==> src/sv/assert_macros.svh <==
// Assertion macros shared by the expander RTL.
`ifndef ASSERT_MACROS_SVH
`define ASSERT_MACROS_SVH

// Clocked check, held off while reset is high.
`define SSE_ASSERT(label, prop, msg) \
  label: assert property (@(posedge clk) disable iff (rst) prop) else $error(msg);

// Clocked check that also runs through reset.
`define SSE_ASSERT_NR(label, prop, msg) \
  label: assert property (@(posedge clk) prop) else $error(msg);

`endif

==> src/sv/sse_pkg.sv <==
// Types, constants and helpers for the sprite sub-quad expander.
`timescale 1ns / 1ps

package sse_pkg;

  // Default screen geometry and fixed-point format.
  localparam int SCREEN_WIDTH_DEF  = 384;
  localparam int SCREEN_HEIGHT_DEF = 224;
  localparam int FRAC_BITS_DEF     = 4;

  // Item kinds carried on s_tuser.
  localparam logic [1:0] OP_START = 2'd0;
  localparam logic [1:0] OP_RUN   = 2'd1;
  localparam logic [1:0] OP_WHOLE = 2'd2;

  // Texture coordinate of one in 1.16 fixed point.
  localparam logic [16:0] TEX_ONE = 17'h10000;

  // Serial divider: 25-bit dividend magnitude, 9-bit divisor, one bit a cycle.
  localparam int DIV_W      = 25;
  localparam int DIV_STEPS  = DIV_W;
  localparam int DIV_CNT_W  = $clog2(DIV_STEPS);
  localparam int PROD_W     = DIV_W + 1;

  // Unsaturated screen coordinate width.
  localparam int POS_W = DIV_W + 2;

  typedef enum logic [2:0] {
    ST_IDLE,
    ST_DIV,
    ST_STORE,
    ST_MUL,
    ST_LOAD,
    ST_EMIT
  } sse_state_t;

  // Clamp an unsaturated coordinate to 16-bit signed.
  function automatic logic [15:0] sat16(input logic signed [POS_W-1:0] v);
    logic signed [POS_W-1:0] hi_lim;
    logic signed [POS_W-1:0] lo_lim;
    hi_lim = POS_W'(32767);
    lo_lim = POS_W'(-32768);
    if (v > hi_lim) begin
      return 16'h7fff;
    end else if (v < lo_lim) begin
      return 16'h8000;
    end else begin
      return v[15:0];
    end
  endfunction

endpackage

==> src/sv/sprite_subquad_expander_core.sv <==
// Sprite sub-quad expander: start, run and whole-quad items to screen/texture quads.
`timescale 1ns / 1ps
//
// Channel   Dir  Handshake          Payload
// s_*       in   s_tvalid/s_tready  tdata: quad corners, chunk, flip, palette, run; tuser: kind
// m_*       out  m_tvalid/m_tready  tdata: corners, texture corners, palette; tuser: valid
//
// Start, whole-quad and unused items are handled on intake. For a run item, the
// 25-step serial divider runs nine times (texel split, then four screen and
// four texture edges), each edge adding a multiply, load and store state.
// Reset clears the sequencer, the quad-active flag and the output valid flag.
// An item is taken only while the sequencer is idle and the output register is free
// or draining; a finished on-screen run waits in place while the output register is held.

`include "assert_macros.svh"

module sprite_subquad_expander_core #(
  parameter int SCREEN_WIDTH  = sse_pkg::SCREEN_WIDTH_DEF,
  parameter int SCREEN_HEIGHT = sse_pkg::SCREEN_HEIGHT_DEF,
  parameter int FRAC_BITS     = sse_pkg::FRAC_BITS_DEF
) (
  input  logic         clk,
  input  logic         rst,
  input  logic         s_tvalid,
  output logic         s_tready,
  // corner0_x, corner0_y, corner3_x, corner3_y, chunk_width, chunk_height,
  // flip, use_palette, palette_value, run_point, run_size, zero pad
  input  logic [111:0] s_tdata,
  // opcode
  input  logic [1:0]   s_tuser,
  output logic         m_tvalid,
  input  logic         m_tready,
  // out_x0, out_y0, out_x3, out_y3, tex_s0, tex_t0, tex_s3, tex_t3,
  // palette_index, zero pad
  output logic [143:0] m_tdata,
  // palette_valid
  output logic [0:0]   m_tuser
);

  localparam int POS_W  = sse_pkg::POS_W;
  localparam int DIV_W  = sse_pkg::DIV_W;
  localparam int PROD_W = sse_pkg::PROD_W;
  localparam int CNT_W  = sse_pkg::DIV_CNT_W;

  localparam logic [CNT_W-1:0] CNT_LAST = CNT_W'(sse_pkg::DIV_STEPS - 1);

  localparam logic signed [POS_W-1:0] LIM_X = POS_W'(SCREEN_WIDTH << FRAC_BITS);
  localparam logic signed [POS_W-1:0] LIM_Y = POS_W'(SCREEN_HEIGHT << FRAC_BITS);

  // Input fields
  logic [1:0]         in_op;
  logic signed [15:0] in_x0, in_y0, in_x3, in_y3;
  logic [8:0]         in_cw, in_ch;
  logic [1:0]         in_flip;
  logic               in_use_pal;
  logic [7:0]         in_pv, in_pt, in_size;

  assign in_op      = s_tuser;
  assign in_x0      = s_tdata[15:0];
  assign in_y0      = s_tdata[31:16];
  assign in_x3      = s_tdata[47:32];
  assign in_y3      = s_tdata[63:48];
  assign in_cw      = s_tdata[72:64];
  assign in_ch      = s_tdata[81:73];
  assign in_flip    = s_tdata[83:82];
  assign in_use_pal = s_tdata[84];
  assign in_pv      = s_tdata[92:85];
  assign in_pt      = s_tdata[100:93];
  assign in_size    = s_tdata[108:101];

  // Quad state
  logic               quad_active;
  logic signed [15:0] origin_x, origin_y;
  logic signed [16:0] span_x, span_y;
  logic [8:0]         width_store, height_store;
  logic [1:0]         flip_store;
  logic [7:0]         palette_offset;
  logic               palette_flag;

  // Sequencer and run registers
  sse_pkg::sse_state_t state, state_next;
  logic                     pt_phase;
  logic [2:0]               job;
  logic [CNT_W-1:0]         div_cnt;
  logic [8:0]               div_rem;
  logic [DIV_W-1:0]         div_quo;
  logic                     div_neg;
  logic signed [PROD_W-1:0] prod;
  logic [7:0]               sx, sy;
  logic [7:0]               run_size;
  logic [7:0]               run_pv;
  logic signed [POS_W-1:0]  pos [4];
  logic [16:0]              texr [4];

  // Output register
  logic [15:0] out_x0, out_y0, out_x3, out_y3;
  logic [16:0] out_s0, out_t0, out_s3, out_t3;
  logic [8:0]  out_pidx;
  logic        out_pvalid;

  assign m_tdata = {3'b000, out_pidx, out_t3, out_s3, out_t0, out_s0,
                    out_y3, out_x3, out_y0, out_x0};
  assign m_tuser = out_pvalid;

  logic out_free, s_accept;
  assign out_free = !m_tvalid || m_tready;
  assign s_tready = (state == sse_pkg::ST_IDLE) && out_free;
  assign s_accept = s_tvalid && s_tready;

  // Quad off the screen
  logic off_screen;
  assign off_screen = (POS_W'(in_x0) >= LIM_X) || (in_x3 < 0) ||
                      (POS_W'(in_y0) >= LIM_Y) || (in_y3 < 0);

  // Run sub-quad on the screen
  logic on_screen;
  assign on_screen = (pos[0] < LIM_X) && (pos[1] >= 0) &&
                     (pos[2] < LIM_Y) && (pos[3] >= 0);

  // Output register loads: a whole quad on intake or a finished run
  logic whole_load, emit_load, out_load;
  assign whole_load = s_accept && in_op == sse_pkg::OP_WHOLE && !off_screen;
  assign emit_load  = (state == sse_pkg::ST_EMIT) && on_screen && out_free;
  assign out_load   = whole_load || emit_load;

  // Edge job decode: job = {axis, texture, corner3}
  logic                     ax, is_tex, c3, fl;
  logic [7:0]               lo;
  logic [4:0]               ext;
  logic [8:0]               hi, dd;
  logic signed [9:0]        n_place;
  logic [8:0]               n_tex;
  logic signed [16:0]       span_sel;
  logic signed [15:0]       org_sel;
  logic signed [POS_W-1:0]  mul_full;
  logic [8:0]               div_den;

  assign ax       = job[2];
  assign is_tex   = job[1];
  assign c3       = job[0];
  assign fl       = flip_store[ax];
  assign lo       = ax ? sy : sx;
  assign ext      = ax ? ({1'b0, run_size[3:0]} + 5'd1) : ({1'b0, run_size[7:4]} + 5'd1);
  assign hi       = 9'(lo) + 9'(ext);
  assign dd       = ax ? height_store : width_store;
  assign span_sel = ax ? span_y : span_x;
  assign org_sel  = ax ? origin_y : origin_x;
  assign div_den  = (pt_phase || !ax) ? width_store : height_store;

  // Pick the texel edge for this corner
  always_comb begin
    if (fl) begin
      n_place = c3 ? ($signed({1'b0, dd}) - $signed({2'b00, lo}))
                   : ($signed({1'b0, dd}) - $signed({1'b0, hi}));
    end else begin
      n_place = c3 ? $signed({1'b0, hi}) : $signed({2'b00, lo});
    end
    n_tex = (fl ^ c3) ? hi : 9'(lo);
  end

  assign mul_full = span_sel * n_place;

  // Divider step
  logic [9:0] div_trial;
  logic       div_ge;
  logic [9:0] div_diff;
  logic       div_last;
  assign div_trial = {div_rem, div_quo[DIV_W-1]};
  assign div_ge    = div_trial >= {1'b0, div_den};
  assign div_diff  = div_trial - {1'b0, div_den};
  assign div_last  = div_cnt == CNT_LAST;

  // Finished quotient as a coordinate
  logic signed [DIV_W:0]   q_signed;
  logic signed [POS_W-1:0] pos_val;
  logic [16:0]             tex_val;
  assign q_signed = div_neg ? -$signed({1'b0, div_quo}) : $signed({1'b0, div_quo});
  assign pos_val  = POS_W'(org_sel) + POS_W'(q_signed);
  assign tex_val  = (div_quo > DIV_W'(sse_pkg::TEX_ONE)) ? sse_pkg::TEX_ONE : div_quo[16:0];

  // Hold state register
  always_ff @(posedge clk) begin
    if (rst) begin
      state <= sse_pkg::ST_IDLE;
    end else begin
      state <= state_next;
    end
  end

  // Advance the sequencer
  always_comb begin
    state_next = state;
    unique case (state)
      sse_pkg::ST_IDLE: begin
        if (s_accept && in_op == sse_pkg::OP_RUN && quad_active) begin
          state_next = sse_pkg::ST_DIV;
        end
      end
      sse_pkg::ST_DIV: begin
        if (div_last) begin
          state_next = sse_pkg::ST_STORE;
        end
      end
      sse_pkg::ST_STORE: begin
        if (!pt_phase && job == 3'd7) begin
          state_next = sse_pkg::ST_EMIT;
        end else begin
          state_next = sse_pkg::ST_MUL;
        end
      end
      sse_pkg::ST_MUL:  state_next = sse_pkg::ST_LOAD;
      sse_pkg::ST_LOAD: state_next = sse_pkg::ST_DIV;
      sse_pkg::ST_EMIT: begin
        if (!on_screen || out_free) begin
          state_next = sse_pkg::ST_IDLE;
        end
      end
      default: state_next = sse_pkg::ST_IDLE;
    endcase
  end

  // Datapath, quad state and output register
  always_ff @(posedge clk) begin
    if (rst) begin
      quad_active    <= 1'b0;
      origin_x       <= '0;
      origin_y       <= '0;
      span_x         <= '0;
      span_y         <= '0;
      width_store    <= 9'd1;
      height_store   <= 9'd1;
      flip_store     <= '0;
      palette_offset <= '0;
      palette_flag   <= 1'b0;
      pt_phase       <= 1'b0;
      job            <= '0;
      m_tvalid       <= 1'b0;
    end else begin
      // Raise the output on a load, drop it once taken
      if (out_load) begin
        m_tvalid <= 1'b1;
      end else if (m_tready) begin
        m_tvalid <= 1'b0;
      end

      unique case (state)
        sse_pkg::ST_IDLE: begin
          if (s_accept) begin
            unique case (in_op)
              sse_pkg::OP_START: begin
                if (off_screen) begin
                  quad_active <= 1'b0;
                end else begin
                  quad_active    <= 1'b1;
                  origin_x       <= in_x0;
                  origin_y       <= in_y0;
                  span_x         <= 17'(in_x3) - 17'(in_x0);
                  span_y         <= 17'(in_y3) - 17'(in_y0);
                  width_store    <= (in_cw == 9'd0) ? 9'd1 : in_cw;
                  height_store   <= (in_ch == 9'd0) ? 9'd1 : in_ch;
                  flip_store     <= in_flip;
                  palette_offset <= in_pv;
                  palette_flag   <= in_use_pal;
                end
              end
              sse_pkg::OP_RUN: begin
                if (quad_active) begin
                  run_size <= in_size;
                  run_pv   <= in_pv;
                  div_quo  <= DIV_W'(in_pt);
                  div_rem  <= '0;
                  div_cnt  <= '0;
                  pt_phase <= 1'b1;
                  job      <= '0;
                end
              end
              sse_pkg::OP_WHOLE: begin
                if (!off_screen) begin
                  out_x0     <= in_x0;
                  out_y0     <= in_y0;
                  out_x3     <= in_x3;
                  out_y3     <= in_y3;
                  out_s0     <= in_flip[0] ? sse_pkg::TEX_ONE : 17'd0;
                  out_s3     <= in_flip[0] ? 17'd0 : sse_pkg::TEX_ONE;
                  out_t0     <= in_flip[1] ? sse_pkg::TEX_ONE : 17'd0;
                  out_t3     <= in_flip[1] ? 17'd0 : sse_pkg::TEX_ONE;
                  out_pidx   <= in_use_pal ? {1'b0, in_pv} : 9'd0;
                  out_pvalid <= in_use_pal;
                end
              end
              default: begin
              end
            endcase
          end
        end
        sse_pkg::ST_DIV: begin
          div_rem <= div_ge ? div_diff[8:0] : div_trial[8:0];
          div_quo <= {div_quo[DIV_W-2:0], div_ge};
          div_cnt <= div_cnt + 1'b1;
        end
        sse_pkg::ST_STORE: begin
          if (pt_phase) begin
            sx       <= div_rem[7:0];
            sy       <= div_quo[7:0];
            pt_phase <= 1'b0;
            job      <= '0;
          end else begin
            if (is_tex) begin
              texr[{ax, c3}] <= tex_val;
            end else begin
              pos[{ax, c3}] <= pos_val;
            end
            job <= job + 1'b1;
          end
        end
        sse_pkg::ST_MUL: begin
          if (is_tex) begin
            prod <= $signed({1'b0, n_tex, 16'h0000});
          end else begin
            prod <= mul_full[PROD_W-1:0];
          end
        end
        sse_pkg::ST_LOAD: begin
          div_neg <= prod[PROD_W-1];
          div_quo <= prod[PROD_W-1] ? DIV_W'(-prod) : prod[DIV_W-1:0];
          div_rem <= '0;
          div_cnt <= '0;
        end
        sse_pkg::ST_EMIT: begin
          if (on_screen && out_free) begin
            out_x0     <= sse_pkg::sat16(pos[0]);
            out_x3     <= sse_pkg::sat16(pos[1]);
            out_y0     <= sse_pkg::sat16(pos[2]);
            out_y3     <= sse_pkg::sat16(pos[3]);
            out_s0     <= texr[0];
            out_s3     <= texr[1];
            out_t0     <= texr[2];
            out_t3     <= texr[3];
            out_pidx   <= palette_flag ? (9'(run_pv) + 9'(palette_offset)) : 9'd0;
            out_pvalid <= palette_flag;
          end
        end
        default: begin
        end
      endcase
    end
  end

  // Check terms
  logic run_start, tex_in_range;
  assign run_start    = s_accept && in_op == sse_pkg::OP_RUN && quad_active;
  assign tex_in_range = (out_s0 <= sse_pkg::TEX_ONE) && (out_t0 <= sse_pkg::TEX_ONE) &&
                        (out_s3 <= sse_pkg::TEX_ONE) && (out_t3 <= sse_pkg::TEX_ONE);

  // Checks
  `SSE_ASSERT_NR(a_reset_idle, rst |=> (state == sse_pkg::ST_IDLE && !m_tvalid), "busy after reset")
  `SSE_ASSERT(a_run_split, run_start |=> (state == sse_pkg::ST_DIV && pt_phase), "run not started")
  `SSE_ASSERT(a_div_count, (state == sse_pkg::ST_DIV) |-> (div_cnt <= CNT_LAST), "bad divider count")
  `SSE_ASSERT(a_tex_range, m_tvalid |-> tex_in_range, "texture coordinate above one")
  `SSE_ASSERT(a_emit, emit_load |=> (m_tvalid && state == sse_pkg::ST_IDLE), "run not moved out")

endmodule
==> config.mk <==
export PLATFORM = sky130hd
export DESIGN_NAME = sprite_subquad_expander_core
export DESIGN_NICKNAME = d
export VERILOG_FILES = /design/src/sv/sse_pkg.sv /design/src/sv/sprite_subquad_expander_core.sv
export VERILOG_INCLUDE_DIRS = /design/src /design/src/sv
export SDC_FILE = /design/constraint.sdc
export NUM_CORES = 1
export LEC_CHECK = 0
export ABC_AREA = 1
export BUFFER_PORTS_ARGS = -buffer_cell sky130_fd_sc_hd__buf_2
export CELL_PAD_IN_SITES_DETAIL_PLACEMENT = 0
export CELL_PAD_IN_SITES_GLOBAL_PLACEMENT = 1
export CORE_UTILIZATION = 30
export CTS_CLUSTER_SIZE = 40
export DETAILED_ROUTE_END_ITERATION = 16
export PLACE_DENSITY_LB_ADDON = 0.1
export SLEW_MARGIN = 10
export SYNTH_ARGS = -nofsm -noshare
export SYNTH_HDL_FRONTEND = slang
export SYNTH_SLANG_ARGS = --single-unit
==> constraint.sdc <==
create_clock -name clk -period 8.3 [get_ports clk]
set_input_delay 0 -clock clk [delete_from_list [all_inputs] [get_ports clk]]
set_output_delay 0 -clock clk [all_outputs]
set_load 0.02 [all_outputs]
Yosys cells after proc, flatten, opt, wreduce, memory -nomap -nowiden

Memory sizes are Yosys's and may differ from the RTL's.
Index checks and enable logic that the tools add are counted.

Add/subtract/negate cells: 14
Multipliers: 1
$lt $le $gt $ge: 19
Eq/ne operators: 18
Multiplexer cells: 122
Bitwise gates (word level): 3
Reductions and logical operators: 43

Operators with widths:

| operator                                                                             | number |
|---|---|
| 16-bit two-way mux                                                                   | 25 |
| 17-bit two-way mux                                                                   | 22 |
| 17-bit case mux with 2 select lines                                                  | 4 |
| 9-bit two-way mux                                                                    | 15 |
| 16-bit case mux with 2 select lines                                                  | 4 |
| 25-bit two-way mux                                                                   | 5 |
| 27-bit by 16-bit greater-than comparator with 1-bit output, second input constant    | 4 |
| 27-bit by 16-bit < comparator with 1-bit output, second input constant               | 4 |
| 25-bit case mux with 3 select lines                                                  | 1 |
| 27-bit by 1-bit greater-or-equal comparator with 1-bit output, second input constant | 2 |
| 16-bit by 16-bit subtractor with 17-bit output                                       | 2 |
| 16-bit by 1-bit < comparator with 1-bit output, second input constant                | 2 |
| 16-bit by 26-bit adder with 27-bit output                                            | 1 |
| 27-bit by 13-bit < comparator with 1-bit output, second input constant               | 1 |
| 27-bit by 14-bit < comparator with 1-bit output, second input constant               | 1 |
| 9-bit case mux with 3 select lines                                                   | 1 |
| 17-bit by 10-bit multiplier with 26-bit output                                       | 1 |
| 26-bit two-way mux                                                                   | 1 |
| 25-bit negation with 26-bit output                                                   | 1 |
| 25-bit by 17-bit greater-than comparator with 1-bit output, second input constant    | 1 |
| 25-bit negation                                                                      | 1 |
| 3-bit two-way mux                                                                    | 8 |
| 1-bit two-way mux                                                                    | 22 |
| 10-bit two-way mux                                                                   | 2 |
| other kinds (42)                                                                     | 89 |

Register bits after elaboration: 344
RAM bits: 176
Input bits: 118
Output and inout bits: 147
Word-level logic and storage cells: 256
Memories kept: 2

Memory list:

| name | depth | width | rd ports | clocked after Yosys merged registers in | write ports | line                               | text |
|---|---|---|---|---|---|---|---|
| pos  | 4     | 27    | 4        | 0                                       | 1           | sprite_subquad_expander_core.sv:92 | `logic signed [POS_W-1:0] pos [4];` |
| texr | 4     | 17    | 4        | 0                                       | 1           | sprite_subquad_expander_core.sv:93 | `logic [16:0] texr [4];` |

Logic depth before layout (Yosys ltp)

Gate-level depths: netlist of run 1.
An unclocked memory read counts as a cell.

Word-level depth: 9
Depth in mapped cells: 49

Worst setup path before layout of run 1

Ideal clock, no wire load.

Path type: register to register
Start point: register job[2]
End point: register prod[21], data pin
Library setup time: 0.270 ns
Data arrival time: 7.829 ns
Data required time: 8.030 ns
Setup slack: 0.201 ns
Stages on the path, launching flop included: 47
Period minus slack after synthesis: 8.099 ns
Cell sequence: dfxtp_1 -> buf_4 -> inv_2 -> clkbuf_1 -> or2_2 -> o21ai_0 -> inv_1 -> ha_1 -> inv_1 -> fa_1 -> inv_1 -> nand3_1 -> nand2_1 -> nand2_1 -> nand2_1 -> nand2_1 -> xor2_1 -> nand2_1 -> [... 11 more ...] -> fa_1 -> inv_1 -> fa_1 -> inv_1 -> fa_1 -> inv_1 -> fa_1 -> fa_1 -> inv_1 -> ha_1 -> nand2_1 -> nor2_1 -> nand2_1 -> o21ai_0 -> nand3_1 -> nand2_1 -> xnor2_1 -> o21ai_0

Cells in the longest elaborated chain, start to end: 7
Elaborated cells between the ends (all ways): 16
Classes of those cells: add/sub: 3; mul: 1; mux: 11; bitwise: 1

RTL lines:

| what                                                          | line                                                                     | text |
|---|---|---|
| from (decl)                                                   | sprite_subquad_expander_core.sv:83                                       | `logic [2:0] job;` |
| from (signal assigned)                                        | sprite_subquad_expander_core.sv:313                                      | `job <= job + 1'b1;` |
| 8-bit two-way mux / 5-bit two-way mux (equally long branches) | sprite_subquad_expander_core.sv:142, sprite_subquad_expander_core.sv:143 |  |
| 8-bit by 5-bit adder with 9-bit output                        | sprite_subquad_expander_core.sv:144                                      | `assign hi = 9'(lo) + 9'(ext);` |
| 9-bit by 9-bit subtractor with 10-bit output                  | sprite_subquad_expander_core.sv:154                                      | `: ($signed({1'b0, dd}) - $signed({1'b0, hi}));` |
| 10-bit two-way mux                                            | sprite_subquad_expander_core.sv:153                                      | `n_place = c3 ? ($signed({1'b0, dd}) - $signed({2'b00, lo}))` |
| 10-bit two-way mux                                            | sprite_subquad_expander_core.sv:152                                      | `if (fl) begin` |
| 17-bit by 10-bit multiplier with 26-bit output                | sprite_subquad_expander_core.sv:161                                      | `assign mul_full = span_sel * n_place;` |
| 25-bit two-way mux (*)                                        | sprite_subquad_expander_core.sv:317                                      | `if (is_tex) begin` |
| to (signal assigned)                                          | sprite_subquad_expander_core.sv:318                                      | `prod <= $signed({1'b0, n_tex, 16'h0000});` |
| to (signal assigned)                                          | sprite_subquad_expander_core.sv:320                                      | `prod <= mul_full[PROD_W-1:0];` |
| to (decl)                                                     | sprite_subquad_expander_core.sv:88                                       | `logic signed [PROD_W-1:0] prod;` |

Mark *: on every way between the ends. The rest lies on a longest branch, timed or not. The select of a mux whose other input is x is not followed.
A chain may end at the register's enable or synchronous reset.

Worst setup path after layout of run 1

Start point: register job[2]
End point: register prod[24], data pin

The elaborated chain is that of the path after synthesis.

==> metrics, run 1 <==
post-synthesis cell area 31400 µm²; core area 103000 µm²; num ports 265; GP Congestion 0.853; Pint 0.00446 W; antenna-violating nets left 0; pre-CTS setup slack -0.103 ns; CTS Sinks 520; switch share 23.9%; setup TNS 0 ns; Critical Path Start job[2]$_SDFFE_PP0P_; Worst Hold Class input pin to register; via count 25000; DR pass1 iterations 6; Total Wirelength 112000 µm; Setup crit end kind register; Worst Hold Slack 0.0969 ns; Reg area 14600 µm²; setup violators final 0; Post-Syn Instances 3404; Reg power frac 47.7%; Worst R2R Start job[2]$_SDFFE_PP0P_; Final WS setup 0.380 ns; chip width 325 µm; pwr dens 149 nW/µm²; Skew-Pair Late Insertion Delay 0.65 ns; Num CTS Buffers 60; Final Slew Violations 0; most frequent cells in the layout nand2_1, inv_1, edfxtp_1; RR Endpoint prod[24]$_DFFE_PP_; GRT Util Overall 21.1%; CP Max Fanout 8; worst-margin pin slew 1.18 ns; fin crit period 7.92 ns; EDFF count, synth 416; IR drop worst, VDD 0.000113 V; largest net degree at the start of global routing 94; Initial Util 30.3%; # rows 118; placed insts 5115; Mapped Avg Cell Area 9.21 µm²; H-tree levels 2; Hold Vio Cnt, Final 0; vias in the first global route 25800; initial antenna violation count 2; Clk pwr share 45.3%; DP HPWL 88400 µm; Final Skew 0.0312 ns; sequential share of the synthesized area 46.5%; Critical-path top delay cell fa_1; relative slew slack 20.5%; Clock transition at path regs 0.06 ns; CTS Root Cell clkbuf_16; crit path capture prod[24]$_DFFE_PP_; Residual DRC 0; GRT Residual Overflow 0; CP Class register to register; Finished Layout Cells 5364; initial DRC count 1512; I/O Buffers 258; startpoint type of the worst setup path register; die height 325 µm; most common cell after layout, fill and taps aside nand2_1; crit path DAT 8.32 ns; Yosys warning count 0; fin crit share 95.4%; R2R Setup Slk 0.38 ns; fraction of layout cells with a size suffix above 1 17.7%; worst r2r path cells 40; count of state elements after synthesis 520; Max Clk Rate 0.126 GHz; die area 106000 µm²; sw power 0.00140 W; filler cell count 10600; max incr delay on CP 0.57 ns; maximum buffer depth of the clock tree 3; combinational power share 6.9%; DR vias/cell 4.66; Area growth syn-to-layout 25.4%; Synth Flop Type edfxtp_1; Multi-input gate area 14900 µm²; Leakage 17.1 nW; run status complete, no violations; nets 4358; fin util 38.0%; asr flop ratio synth 0%; Synth cell types 54; first-pass GRT wire length 167000 µm; most frequent CP cell nand2_1; Max Cap Viol 0; DR WL/cell 21.0 µm; Worst EP required 8.70 ns; CTS tree built
-- state kept, by name, indices dropped and copies added, names as in the netlist, 16 cells and up --
name / flops
out_t0: 17
pos: 108
origin_y: 16
origin_x: 16
texr: 68
span_x: 17
out_s3: 17
div_quo: 25
out_y3: 16
out_x0: 16
out_s0: 17
out_x3: 16
span_y: 17
out_t3: 17
out_y0: 16
prod: 26
-- cell usage after synthesis, drive strengths merged, types with 19 or more instances --
library cell  count  area (µm²)
nand4            28         175
nand2           602        2260
xnor2            21         184
a21oi           226        1130
nor2            385        1470
xor2             72         631
nor4             19         119
nor3             40         215
a22oi            31         233
buf              42         273
edfxtp          416       12500
inv             542        2040
clkbuf           63         236
nand3           104         521
ha              157        1960
fa              150        3000
dfxtp           104        2080
o21ai           276        1400
-- per-layer routing --
metal  vias up  global-route usage [%]  wire length [µm]  part of all wire [%]
li1      12300                       -                 -                     -
met3       125                    2.01              3660                   3.3
met5         -                       0                 0                     0
met4         0                    5.23              2660                   2.4
met1     12100                    27.8             50500                    45
met2       475                    37.1             55600                    49
-- stage by stage --
| stage | power [W] | area [µm²] |
|---|---|---|
| 2_1_floorplan | 0.00305 | 31400 |
| 3_3_place_gp | 0.00321 | 35400 |
| 3_5_place_dp | 0.00321 | 35400 |
| 4_1_cts | 0.00593 | 38700 |
| 5_1_grt | 0.00606 | 39300 |
| 6_report | 0.00586 | 39300 |
-- repair_timing --
action / CTS / global route
resized for setup: 15 / 140
gates cloned: 0 / 0
endpoints found under the setup margin: 11 / 18
pin swaps: 2 / 102
setup buffers: 1 / 8
hold endpoints to repair: 186 / 0
hold buffers: 127 / 0
-- area by class of cell --
class	count	share of cell area [%]
Clock buffer	69	4.06
Multi-Input combinational cell	2236	38.0
Sequential cell	520	37.1
Timing Repair Buffer	570	10.3
Clock inverter	43	0.952
Antenna cell	1	0.00637
Inverter	545	5.25
Tap cell	1380	4.39
-- logic make-up (layout without fill, tap and decap cells) --
family | count (synthesis) | count (layout) | share of synthesized area (%)
fa+ha+maj | 307 | 307 | 15.8
simple gates | 1192 | 1192 | 15.5
xor+xnor | 93 | 93 | 2.60
flops | 520 | 520 | 46.5
mux | 1 | 1 | 0.0319
compound gates | 640 | 640 | 11.4
buf+inv | 650 | 1227 | 8.16
other cells | 1 | 4 | 0.0120
-- power by group through the flow --
| stage | combinational [W] | clock, W | sequential (W) |
|---|---|---|---|
| detailed placement | 0.000351 | 0 | 0.00285 |
| finish | 0.000407 | 0.00266 | 0.00280 |
| global route | 0.000447 | 0.00281 | 0.00280 |
| CTS | 0.000400 | 0.00273 | 0.00280 |
| global placement | 0.000354 | 0 | 0.00285 |
| floorplan | 0.000191 | 0 | 0.00286 |
-- worst min-delay path by stage --
stage	start	cells past startpoint	endpoint
after floorplan	s_tdata[85]	0	run_pv[0]$_DFFE_PP_
after global placement	s_tdata[102]	1	run_size[1]$_DFFE_PP_
after detailed placement	s_tdata[108]	1	run_size[7]$_DFFE_PP_
after CTS	s_tuser[1]	6	pt_phase$_SDFFE_PP0P_
after global routing	s_tdata[85]	2	run_pv[0]$_DFFE_PP_
final	s_tuser[1]	6	pt_phase$_SDFFE_PP0P_
-- critical path: cells and delay by family, from the launching register on --
kind,cells,cell delay [ns]
buffers and inverters,10,1.17
XOR/XNOR,3,0.46
AND/OR/NAND/NOR,13,1.01
multiplexers,1,0.42
AO/OA/AOI/OAI,5,0.71
adder cells (fa/ha/maj),8,3.51
flip-flops,1,0.35
No activity file was read; power rests on OpenSTA's default activity.
==> inputs of run 2 (changes only) <==
--- a/config.mk
+++ b/config.mk
@@ -10,11 +10,11 @@
 export BUFFER_PORTS_ARGS = -buffer_cell sky130_fd_sc_hd__buf_2
 export CELL_PAD_IN_SITES_DETAIL_PLACEMENT = 0
 export CELL_PAD_IN_SITES_GLOBAL_PLACEMENT = 1
-export CORE_UTILIZATION = 30
+export CORE_UTILIZATION = 43
 export CTS_CLUSTER_SIZE = 40
 export DETAILED_ROUTE_END_ITERATION = 16
 export PLACE_DENSITY_LB_ADDON = 0.1
-export SLEW_MARGIN = 10
+export SLEW_MARGIN = 15
 export SYNTH_ARGS = -nofsm -noshare
 export SYNTH_HDL_FRONTEND = slang
 export SYNTH_SLANG_ARGS = --single-unit
==> run 2 against run 1 <==
Combinational power decreased by 4%. Sequential power about the same. Count of clock-buffer cells in the layout decreased by 8. Non-clock buffer count decreased by 33. Core utilization increased by 15 points.
==> metrics, run 2 (synthesis gave the netlist of run 1 again) <==
run status complete, no violations; DR pass1 iterations 8; maximum buffer depth of the clock tree 3; max reg flops 108; Critical-path top delay cell fa_1; sw power 0.00136 W; GRT Util Overall 27.6%; RSZ-0062 raised after global routing true; Clk pwr share 44.2%; initial DRC count 1852; die area 74000 µm²; vias in the first global route 25500; CTS Sinks 520; GP Congestion 0.936; met1 wire length 44400 µm; # rows 98; CTS tree built; Max Clk Rate 0.126 GHz; DR vias/cell 5.25; post-route cell area 38100 µm²; CP Class register to register; metal3 WL 5170 µm; Max Used Layer met4; fraction of layout cells with a size suffix above 1 16.2%; Reg power frac 48.9%; Setup crit end kind register; via count 25700; Hold Vio Cnt, Final 0; crit path capture prod[24]$_DFFE_PP_; combinational power share 6.8%; Final Power 0.00572 W; WL met2 49300 µm; CTS Root Cell clkbuf_16; worst r2r path cells 40; Worst Hold Class input pin to register; worst-margin pin slew 1.08 ns; nets 4320; antenna-violating nets left 0; hold_sp s_tuser[0]; Final Skew 0.0389 ns; core area 71900 µm²; chip width 272 µm; Largest regs pos: 108 flops, texr: 68 flops, prod: 26 flops; fin crit share 95.7%; Leakage 16.8 nW; Critical Path Start job[2]$_SDFFE_PP0P_; largest net degree at the start of global routing 86; IR drop worst, VDD 0.000169 V; Initial Util 43.6%; crit path DAT 8.32 ns; Area growth syn-to-layout 21.6%; CP Max Fanout 6; max incr delay on CP 0.57 ns; R2R Setup Slk 0.36 ns; relative slew slack 27.4%; switch share 23.7%; RR Endpoint prod[24]$_DFFE_PP_; Worst Hold Slack 0.0625 ns; num ports 265; Worst R2R Start job[2]$_SDFFE_PP0P_; GRT Residual Overflow 0; die height 272 µm; Worst EP required 8.68 ns; initial antenna violation count 1; placed inst area 34600 µm²; startpoint type of the worst setup path register; Max Cap Viol 0; Clock transition at path regs 0.07 ns; H-tree levels 2; Pint 0.00436 W; fin crit period 7.94 ns; first-pass GRT wire length 153000 µm; pwr dens 150 nW/µm²; I/O Buffers 258; most frequent cells in the layout nand2_1, inv_1, edfxtp_1; DR WL/cell 20.9 µm; setup violators final 0; Final Slew Violations 0; Residual DRC 0; diode count 0; most frequent CP cell nand2_1; Num CTS Buffers 55; DP HPWL 78800 µm; Skew-Pair Late Insertion Delay 0.65 ns; Total Wirelength 102000 µm; Biggest register pos; most common cell after layout, fill and taps aside nand2_1
[run 2: changes by cell type in the layout (fill, tap and decap cells not counted), moves of 6 or more]
cell           previous run  this run
buf_4                   175       159
nand2_2                  29        15
a21oi_2                  16         8
clkbuf_16                61        55
dlygate4sd3_1           127       117
a21oi_1                 207       218
nand2_1                 570       583
[run 2: stage by stage]
| step | setup TNS [ns] | cells | util (%) | setup slack, ns |
|---|---|---|---|---|
| global route | -0.216 | 4892 | 53.1 | -0.0802 |
| floorplan | 0 | 3406 | - | 0.201 |
| global placement | -0.170 | 4661 | 48.1 | -0.147 |
| finish | 0 | 4892 | 53.1 | 0.360 |
| detailed placement | -1.04 | 4661 | 48.1 | -0.231 |
| CTS | -0.00157 | 4883 | 52.4 | -0.00157 |
[run 2: worst max-delay path, delay by kind of cell, from the launching register on]
kind,cells,cell delay (ns)
adder cells (fa/ha/maj),9,3.94
AO/OA/AOI/OAI,5,0.66
AND/OR/NAND/NOR,12,1.18
XOR/XNOR,2,0.30
buffers and inverters,12,1.22
flip-flops,1,0.36
[run 2: metal layers]
metal,up-vias,GRT usage (%)
li1,12300,-
met4,0,9.31
met1,12500,36.3
met5,-,0
met2,719,47.1
met3,157,3.31
[run 2: layout make-up]
| type | count | area (µm²) |
|---|---|---|
| repair buffers | 537 | 3700 |
| multi-input cells | 2236 | 14800 |
| clock inverters | 43 | 435 |
| clock buffers | 61 | 1420 |
| fillers | 6719 | 33700 |
| inverters | 545 | 2060 |
| well taps | 950 | 1190 |
| flip-flops and latches | 520 | 14600 |
[run 2: how the worst min path moves through the flow]
stage                               end  slack, ns  cells after the start
5_1_grt           run_size[1]$_DFFE_PP_       0.07                      2
3_5_place_dp      run_size[1]$_DFFE_PP_       0.18                      1
2_1_floorplan       run_pv[0]$_DFFE_PP_        0.1                      0
4_1_cts        quad_active$_SDFFE_PP0P_      0.009                      6
3_3_place_gp      run_size[3]$_DFFE_PP_       0.18                      1
6_report       quad_active$_SDFFE_PP0P_       0.06                      6
[run 2: power groups by stage]
stage                     registers (W)  logic [W]  clock network (W)
final                           0.00280   0.000391            0.00253
after global routing            0.00280   0.000429            0.00266
after CTS                       0.00280   0.000379            0.00257
after detailed placement        0.00285   0.000334                  0
after global placement          0.00285   0.000334                  0
after floorplan                 0.00286   0.000191                  0
[run 2: repair_timing]
| action | 4_1_cts | 5_1_grt |
|---|---|---|
| setup buffers | 1 | 9 |
| pin swaps | 1 | 53 |
| gates resized for setup | 21 | 87 |
| hold endpoints to repair | 182 | 0 |
| endpoints found under the setup margin | 12 | 18 |
| hold buffers | 117 | 0 |
==> inputs of run 3 (changes only) <==
--- a/config.mk
+++ b/config.mk
@@ -8,10 +8,9 @@
 export LEC_CHECK = 0
 export ABC_AREA = 1
 export BUFFER_PORTS_ARGS = -buffer_cell sky130_fd_sc_hd__buf_2
-export CELL_PAD_IN_SITES_DETAIL_PLACEMENT = 0
-export CELL_PAD_IN_SITES_GLOBAL_PLACEMENT = 1
-export CORE_UTILIZATION = 43
-export CTS_CLUSTER_SIZE = 40
+export CELL_PAD_IN_SITES_DETAIL_PLACEMENT = 2
+export CELL_PAD_IN_SITES_GLOBAL_PLACEMENT = 2
+export CORE_UTILIZATION = 41
 export DETAILED_ROUTE_END_ITERATION = 16
 export PLACE_DENSITY_LB_ADDON = 0.1
 export SLEW_MARGIN = 15
==> constraint.sdc (replaced) <==
create_clock -name clk -period 9.9 [get_ports clk]
set_input_delay 0 -clock clk [delete_from_list [all_inputs] [get_ports clk]]
set_output_delay 0 -clock clk [all_outputs]
set_load 0.02 [all_outputs]
==> run 3 against run 2 <==
Register-to-register slack better by 0.11 ns. Sequential power is 16% lower. Non-clock buffer count is 107 lower. Largest cell class is now sequential cells.
==> metrics, run 3 (synthesis gave the netlist of run 1 again) <==
nets 4216; die height 279 µm; fin crit period 9.43 ns; most frequent CP cell nand2_1; run status complete, no violations; H-tree levels 2; WL met2 65300 µm; Clk pwr share 46.1%; GP Congestion 0.899; Max Used Layer met4; Leakage 16.3 nW; first-pass GRT wire length 192000 µm; Hold Vio Cnt, Final 0; core area 75800 µm²; Critical-path top delay cell fa_1; Crit path max-delay family adder cells; worst-margin pin slew 1.24 ns; fraction of layout cells with a size suffix above 1 11.9%; Worst Hold Class input pin to register; CTS Sinks 520; DR vias/cell 5.62; CTS Root Cell clkbuf_16; Reg power frac 47.0%; pwr dens 134 nW/µm²; Pint 0.00377 W; Max Cap Viol 0; metal3 WL 5640 µm; initial antenna violation count 2; maximum buffer depth of the clock tree 3; initial DRC count 1802; I/O Buffers 258; placed insts 4586; Final Skew 0.0729 ns; most frequent cells in the layout nand2_1, inv_1, edfxtp_1; CP Max Fanout 14; Setup crit end kind register; most common cell after layout, fill and taps aside nand2_1; GRT Residual Overflow 0; startpoint type of the worst setup path register; Num CTS Buffers 58; Skew-Pair Late Insertion Delay 0.67 ns; chip width 279 µm; # rows 101; post-route cell area 37100 µm²; fin crit share 95.3%; Finished Layout Cells 4822; Final Slew Violations 0; CTS tree built; GRT Util Overall 33.3%; setup violators final 0; DR pass1 iterations 6; CP bufs+invs 8; Initial Util 41.4%; Total Wirelength 129000 µm; Biggest register pos; setup TNS 0 ns; max incr delay on CP 0.58 ns; combinational power share 6.9%; Clock transition at path regs 0.06 ns; Worst EP required 10.22 ns; switch share 24.4%; filler cell count 8099; Max Clk Rate 0.106 GHz; crit path DAT 9.75 ns; met1 wire length 51500 µm; largest net degree at the start of global routing 88; CP Class register to register; Final WS setup 0.469 ns; max reg flops 108; antenna-violating nets left 0; pre-CTS setup slack 0.244 ns; IR drop worst, VDD 0.000141 V; Final Power 0.00499 W; vias in the first global route 30400; num ports 265; DP HPWL 95000 µm; DR WL/cell 26.8 µm; sw power 0.00122 W; relative slew slack 16.9%; die area 77600 µm²; Largest regs pos: 108 flops, texr: 68 flops, prod: 26 flops; Area growth syn-to-layout 18.4%; via count 27100; Residual DRC 0; placed inst area 33800 µm²
-- run 3: area by class of cell --
class	count	area [µm²]	share of cell area, %
multi-input cells	2236	14400	38.7
repair buffers	430	2910	7.84
flip-flops and latches	520	14600	39.3
well taps	978	1220	3.30
inverters	545	2050	5.53
clock inverters	27	332	0.893
clock buffers	83	1660	4.46
diodes	3	7.51	0.0202
-- run 3: repair_timing --
| action | in CTS | in global routing |
|---|---|---|
| hold buffers | 121 | 0 |
| endpoints found under the hold margin | 184 | 0 |
| buffers inserted | 0 | 1 |
| gates resized for setup | 0 | 6 |
| setup endpoints to repair | 0 | 9 |
-- run 3: worst paths after layout --
kind / startpoint / end / slack (ns) / depth (start not counted)
min reg2reg: quad_active$_SDFFE_PP0P_ / quad_active$_SDFFE_PP0P_ / 0.48 / 2
max: job[2]$_SDFFE_PP0P_ / prod[21]$_DFFE_PP_ / 0.47 / 40
min: s_tdata[101] / run_size[0]$_DFFE_PP_ / 0.05 / 2
max reg2reg: job[2]$_SDFFE_PP0P_ / prod[21]$_DFFE_PP_ / 0.47 / 40
-- run 3: per-layer routing --
layer,vias up,global-route usage [%]
met2,854,59.8
met3,300,3.69
met1,13900,39.6
li1,12000,-
met4,0,15.9
met5,-,0
-- run 3: power groups by stage --
stage | Combinational [W] | Clock (W) | Sequential, W
6_report | 0.000344 | 0.00230 | 0.00235
3_3_place_gp | 0.000278 | 0 | 0.00239
5_1_grt | 0.000366 | 0.00239 | 0.00235
3_5_place_dp | 0.000292 | 0 | 0.00239
2_1_floorplan | 0.000160 | 0 | 0.00239
4_1_cts | 0.000333 | 0.00231 | 0.00235
-- run 3: metrics by stage --
step / utilization, % / hold slack, ns
floorplan: - / 0.0989
global placement: 44.6 / 0.179
detailed placement: 44.6 / 0.179
CTS: 48.8 / 0.0117
global route: 49.0 / 0.0422
finish: 49.0 / 0.0479
